File: config.mk
export PLATFORM = sky130hd
export DESIGN_NAME = fp32_multiplier_unit_flat
export DESIGN_NICKNAME = d
export VERILOG_FILES = /design/src/design/fpm_pkg.sv /design/src/design/fpm_stream_if.sv /design/src/design/fpm_op_if.sv /design/src/design/fpm_classify.sv /design/src/design/fpm_core.sv /design/src/design/fp32_multiplier_unit.sv /design/src/flat_wrapper.sv
export SDC_FILE = /design/constraint.sdc
export NUM_CORES = 2
export LEC_CHECK = 0
export BUFFER_PORTS_ARGS = -buffer_cell sky130_fd_sc_hd__clkbuf_2
export CORE_MARGIN = 8
export CORE_UTILIZATION = 60
export CTS_BUF_LIST = sky130_fd_sc_hd__clkbuf_8
export DETAILED_ROUTE_END_ITERATION = 6
export PLACE_DENSITY = 0.77
export SETUP_SLACK_MARGIN = 0.3
export SKIP_LAST_GASP = 1
export SLEW_MARGIN = 30
export SYNTH_ARGS = -nofsm -noshare
export SYNTH_HDL_FRONTEND = slang
export SYNTH_SLANG_ARGS = --single-unit
export TNS_END_PERCENT = 30
File: constraint.sdc
create_clock -name clk -period 28.4 [get_ports clk]
set_input_delay 1.42 -clock clk [delete_from_list [all_inputs] [get_ports clk]]
set_output_delay 1.42 -clock clk [all_outputs]
set_load 0.05 [all_outputs]
File: src/design/fpm_pkg.sv
// Package for the binary32 multiplier: field widths and exponent codes.
// No dependencies.
package fpm_pkg;
  localparam int unsigned WordWidth = 32;
  localparam logic [7:0] ExpAllOnes = 8'hFF;
  localparam logic [7:0] ExpZero    = 8'h00;
  localparam int signed  ExpBias    = 127;
  localparam logic [31:0] DefaultNan = 32'hFFC00000;
  localparam logic [31:0] QuietBit   = 32'h00400000;
  localparam logic [30:0] InfMag     = 31'h7F800000;

  typedef logic [WordWidth-1:0] word_t;

  // Operand classification passed from the input stage to the core.
  typedef struct packed {
    logic a_nan;
    logic b_nan;
    logic a_inf;
    logic b_inf;
    logic a_zero;
    logic b_zero;
  } class_t;
endpackage

File: src/design/fpm_stream_if.sv
// Valid/ready channel carrying one 32-bit word.
// Depends on fpm_pkg.
interface fpm_stream_if;
  import fpm_pkg::*;
  logic  valid;
  logic  ready;
  word_t data;
  modport source (output valid, output data, input ready);
  modport sink   (input valid, input data, output ready);
endinterface

File: src/design/fpm_op_if.sv
// Valid/ready channel carrying an operand pair.
// Depends on fpm_pkg.
interface fpm_op_if;
  import fpm_pkg::*;
  logic  valid;
  logic  ready;
  word_t op_a;
  word_t op_b;
  modport source (output valid, output op_a, output op_b, input ready);
  modport sink   (input valid, input op_a, input op_b, output ready);
endinterface

File: src/design/fpm_classify.sv
// Operand classification for the binary32 multiplier.
// Depends on fpm_pkg.
module fpm_classify (
  input  fpm_pkg::word_t  a,
  input  fpm_pkg::word_t  b,
  output fpm_pkg::class_t cls
);
  import fpm_pkg::*;
  // Decode exponent and mantissa of each operand
  always_comb begin
    cls.a_nan  = (a[30:23] == ExpAllOnes) && (a[22:0] != '0);
    cls.b_nan  = (b[30:23] == ExpAllOnes) && (b[22:0] != '0);
    cls.a_inf  = (a[30:23] == ExpAllOnes) && (a[22:0] == '0);
    cls.b_inf  = (b[30:23] == ExpAllOnes) && (b[22:0] == '0);
    cls.a_zero = (a[30:23] == ExpZero) && (a[22:0] == '0);
    cls.b_zero = (b[30:23] == ExpZero) && (b[22:0] == '0);
  end
endmodule

File: src/design/fpm_core.sv
// Significand multiply, normalize, round and special-case select.
// Depends on fpm_pkg.
module fpm_core (
  input  fpm_pkg::word_t  a,
  input  fpm_pkg::word_t  b,
  input  fpm_pkg::class_t cls,
  output fpm_pkg::word_t  product
);
  import fpm_pkg::*;
  logic [23:0] ma, mb;
  logic [47:0] p, pn;
  logic [5:0]  lz;
  logic signed [10:0] e;
  logic [6:0]  rsh;
  logic [48:0] shifted;
  logic [24:0] q;
  logic [32:0] packed_w;
  logic        sign;

  always_comb begin
    sign = a[31] ^ b[31];
    ma = {a[30:23] != ExpZero, a[22:0]};
    mb = {b[30:23] != ExpZero, b[22:0]};
    p = ma * mb;
    // Count leading zeros of the product
    lz = 6'd47;
    for (int i = 0; i < 48; i++) begin
      if (p[i]) lz = 6'(47 - i);
    end
    // Normalize so that the leading one sits at bit 47
    pn = p << lz;
    e = 11'(signed'({3'b0, (a[30:23] == ExpZero) ? 8'd1 : a[30:23]}))
      + 11'(signed'({3'b0, (b[30:23] == ExpZero) ? 8'd1 : b[30:23]}))
      - 11'(ExpBias) + 11'sd1 - 11'(signed'({5'b0, lz}));
    // Extra right shift for denormal results
    if (e < 11'sd1) begin
      rsh = (e < -11'sd48) ? 7'd49 : 7'(11'sd1 - e);
    end else begin
      rsh = '0;
    end
    // Keep 24 bits plus guard, then round
    shifted = {pn, 1'b0} >> rsh;
    q = {1'b0, shifted[48:25]} + {24'b0, shifted[24]};
    if (e >= 11'sd1) begin
      packed_w = {10'(e - 11'sd1), 23'b0} + {8'b0, q};
    end else begin
      packed_w = {8'b0, q};
    end
    // Select special cases in priority order
    if (cls.a_nan) product = a | QuietBit;
    else if (cls.b_nan) product = b | QuietBit;
    else if ((cls.a_inf && cls.b_zero) || (cls.a_zero && cls.b_inf)) product = DefaultNan;
    else if (cls.a_inf || cls.b_inf) product = {sign, InfMag};
    else if (cls.a_zero || cls.b_zero) product = {sign, 31'b0};
    else if (packed_w >= {2'b0, ExpAllOnes, 23'b0}) product = {sign, InfMag};
    else product = {sign, packed_w[30:0]};
  end
endmodule

File: src/design/fp32_multiplier_unit.sv
// Top level of the binary32 multiplier: input register, core, result register.
// Depends on fpm_pkg, fpm_op_if, fpm_stream_if, fpm_classify, fpm_core.
//
// Usage:
//   operands: sink channel with op_a and op_b, binary32 bit patterns.
//   result:   source channel whose data is the binary32 product.
//   An operand transfer loads the input register; result valid rises once
//   the multiply/normalize/round logic has loaded the result register. One
//   multiply is taken per cycle unless a stalled result holds it up; the
//   single 24x24 multiplier with its normalize and round path sits between
//   those two registers.
//   Ready to the sender drops only when both registers hold items and the
//   receiver stalls; the pipeline advances whenever the result register
//   empties or is being taken. A stalled result holds steady.
//   Reset (rst, synchronous) empties both stages; results in flight are
//   dropped and none is invented across it.
module fp32_multiplier_unit (
  input logic clk,
  input logic rst,
  fpm_op_if.sink       operands,
  fpm_stream_if.source result
);
  import fpm_pkg::*;
  logic  in_valid, out_valid;
  word_t in_a, in_b, out_data, core_product;
  class_t cls;
  logic  adv_out, adv_in;

  fpm_classify u_classify (.a(in_a), .b(in_b), .cls(cls));
  fpm_core u_core (.a(in_a), .b(in_b), .cls(cls), .product(core_product));

  assign adv_out = !out_valid || result.ready;
  assign adv_in  = !in_valid || adv_out;
  assign operands.ready = adv_in;
  assign result.valid = out_valid;
  assign result.data  = out_data;

  // Advance the two stages
  always_ff @(posedge clk) begin
    if (rst) begin
      in_valid  <= 1'b0;
      out_valid <= 1'b0;
    end else begin
      if (adv_in) in_valid <= operands.valid;
      if (adv_out) out_valid <= in_valid;
    end
    if (adv_in && operands.valid) begin
      in_a <= operands.op_a;
      in_b <= operands.op_b;
    end
    if (adv_out && in_valid) out_data <= core_product;
  end
endmodule

File: src/flat_wrapper.sv
// flat-port wrapper written by rule: the top's interface ports become plain ports
module fp32_multiplier_unit_flat import fpm_pkg::*;
  (clk, rst, operands_valid, operands_op_a, operands_op_b, operands_ready, result_valid, result_data, result_ready);
  fpm_op_if operands_i ();
  fpm_stream_if result_i ();
  input logic clk;
  input logic rst;
  input wire logic [$bits(operands_i.valid)-1:0] operands_valid;
  input wire logic [$bits(operands_i.op_a)-1:0] operands_op_a;
  input wire logic [$bits(operands_i.op_b)-1:0] operands_op_b;
  output wire logic [$bits(operands_i.ready)-1:0] operands_ready;
  output wire logic [$bits(result_i.valid)-1:0] result_valid;
  output wire logic [$bits(result_i.data)-1:0] result_data;
  input wire logic [$bits(result_i.ready)-1:0] result_ready;
  assign operands_i.valid = operands_valid;
  assign operands_i.op_a = operands_op_a;
  assign operands_i.op_b = operands_op_b;
  assign operands_ready = operands_i.ready;
  assign result_valid = result_i.valid;
  assign result_data = result_i.data;
  assign result_i.ready = result_ready;
  fp32_multiplier_unit u_core (.clk(clk), .rst(rst), .operands(operands_i), .result(result_i));
endmodule
==> flow_summary.yaml <==
logic_synthesis:
  postSynth.asyncResetShare: 0
  synth_compound_area_frac: 0.183
  synth-seq-cells: 98
  synth_area_leaders: "fa_1 29%, and2_1 9.8%, edfxtp_1 8.6%"
  synth_edf_count: 96
  avgSynthCellArea_sq_um: 8.38
  yosysTopAreaCellShare: 0.289
  yosysUniqueCellTypes: 127
  ys_warn_count: 0
  synth_mux_area_frac: 0.0108
  synth_common_cells: "578 x inv_1, 528 x and2_1, 485 x fa_1"
  synth_fp_nets: 4769
  synth_xor_xnor_area_share: 0.0184
  synth_top_family_by_area: "adder cells"
  yosys.area_share.simple: 0.235
  yosysSeqAreaShare: 0.0871
  synthCells: 4004
  synth_area_sq_mm: 0.0336
  yosys.cell_count.top_type: "inv_1"
  ys.flop_type: "edfxtp_1"
  synth_fa_ha_area_frac: 0.368
  synth_top_area_cell: "fa_1"
grt:
  grt_pass1_wl_um: 172000
  grt_pass1_vias: 31200
  grt_usage: 0.336
  grt_overflow_total: 0
  grt_max_degree: 79
  antenna_found_initial: 1
sta:
  fin_tns_setup_ps: 0
  finalCritPeriodShare: 0.675
  worst_slew_pin_slew_ps: 1090
  rsz0062_at_grt: "false"
  relSlewSlack: 0.267
  setup_viol: 0
  final_period_minus_worst_setup_slack_ps: 19160
  hold_viol: 0
  fmax_mhz: 52.2
  slew_violations: 0
  finClkSkew_ps: 19.6
place:
  hpwl_um: 84700
  portBuffers: 101
  dp_cells: 4684
  place_congestion: 1.08
run:
  cap_viol_max_count: 0
finish:
  multi_input_area_sq_mm: 0.0274
  fin_nets: 4715
  nFillCells: 4761
  instances_no_fill: 4703
  area_delta_synth_final_pct: 3.33
  drive_above_1_share: 0.0842
  diodes: 0
  regArea_sq_mm: 0.00292
floorplanning:
  io_pins: 102
  fp.dieW_um: 253
  initial_core_util: 0.608
  dieArea_sq_mm: 0.0638
  die_y_um: 253
  core_area_sq_mm: 0.0552
  num_rows: 86
critical_path:
  critPathTopFamily: "simple AND/OR/NAND/NOR gates"
  start_kind: "register"
  cp.required_ps: 28630
  critical_path_arrival_ps: 19390
  endpoint: "u_core.result.data[18]"
  cp-end-kind: "register"
  slowest_delay_ps: 750
  crit_buf_inv: 8
  timing.rr.end: "u_core.result.data[18]"
  crit_path_max_fanout: 78
  rr_worst_depth: 64
  timing.rr.start: "u_core.in_b[30]"
  crit_slowest_cell: "nor4_1"
  worst-path-stages: 64
  rrSetupSlack_ps: 9240
  critPathKind: "register to register"
  critPathLaunch: "u_core.in_b[30]"
  crit_path_frequent_cell: "fa_1"
run_status:
  outcome: "complete, no violations"
clock_tree:
  post_cts_buffers: 0
  cts-htree-levels: 3
  clkSinkCount: 98
  path_clk_slew_ps: 110
  cts_resized: 0
  cts_buffers: 9
  cts_tree: "done"
  root_buffer: "clkbuf_8"
  worst_skew_pair.late_latency_ps: 380
  cts_hold_buf: 0
  cts_buffer_depth: 2
detailed_routing:
  drt_wl_total_um: 108000
  drc: 0
  routedWlPerCell_um: 23.0
  avgViaCountPerCell: 6.59
  first_iter_violations: 4611
  via_count: 31000
  drtPass1Iterations: 6
  ant_nets: 0
worst_hold_path:
  min_path_type: "register to register"
-- cell families after synthesis --
kind of cell,count (synthesis)
compound gates,841
xor+xnor,68
fa+ha+maj,697
buf+inv,818
flops,98
mux,33
simple gates,1449
-- layout make-up --
type / instances / share of cell area
flip-flops and latches: 98 / 0.0843
clock inverters: 7 / 0.00227
clock buffers: 9 / 0.00357
well taps: 748 / 0.0270
repair buffers: 170 / 0.0300
multi-input cells: 3088 / 0.790
inverters: 583 / 0.0631
-- sequential cells by signal (all words and copies together), names as in the netlist --
name	cells
u_core.in_a	32
u_core.result.data	32
u_core.in_valid	1
u_core.in_b	32
u_core.result.valid	1
-- layer usage --
layer  global-route usage  share of wire  routed length (um)
met5                    0              0                   0
met1                0.444           0.39               42300
met4                0.134          0.046                5030
met3               0.0777           0.12               12500
met2                0.529           0.45               48400
-- worst min-delay path by stage --
| stage | depth (start not counted) | startpoint | endpoint |
|---|---|---|---|
| after CTS | 2 | u_core.in_valid | u_core.result.valid |
| after global placement | 2 | u_core.in_valid | u_core.result.valid |
| final | 2 | u_core.in_valid | u_core.result.valid |
| after floorplan | 2 | u_core.in_valid | u_core.result.valid |
| after global routing | 2 | u_core.in_valid | u_core.result.valid |
| after detailed placement | 2 | u_core.in_valid | u_core.result.valid |
-- tightest hold or removal path: cells and delay by family (launching register included) --
| family | cells | cell delay (ps) |
|---|---|---|
| flops | 1 | 350 |
| simple gates | 2 | 160 |
-- cell usage in the layout (no fill, tap or decap), types with 16 or more instances in the layout --
cell type / Yosys / layout
nor3_1: 77 / 77
mux2i_1: 24 / 24
nand2b_1: 16 / 16
nand2_1: 282 / 282
a22oi_1: 43 / 43
a211oi_1: 52 / 52
inv_1: 578 / 578
or2_2: 17 / 17
o21a_1: 17 / 17
xnor2_1: 39 / 39
and3_1: 28 / 28
clkbuf_2: 0 / 101
fa_1: 485 / 485
xor2_1: 27 / 27
and2_1: 528 / 527
nor2_1: 181 / 181
buf_4: 7 / 66
o211ai_1: 66 / 66
o21ai_1: 30 / 30
a31oi_1: 39 / 39
nand3_1: 121 / 121
o21ai_0: 103 / 102
ha_1: 212 / 212
a21oi_1: 142 / 142
nor4_1: 36 / 35
a221oi_1: 26 / 26
or3_1: 29 / 29
edfxtp_1: 96 / 96
nand4_1: 40 / 40
o22ai_1: 46 / 46
a21o_1: 34 / 34
-- stage by stage --
stage,utilization,hold WS [ps],setup slack (ps),instance area (sq um)
2_1_floorplan,-,478,11500,33600
3_3_place_gp,0.624,499,10130,34400
3_5_place_dp,0.624,525,9670,34400
4_1_cts,0.628,540,9550,34600
5_1_grt,0.628,552,7970,34700
6_report,0.628,543,9240,34700
Power is left out: the tool's default activity adds up to more than one toggle a clock period on the data nets, which glitch-free logic cannot reach.
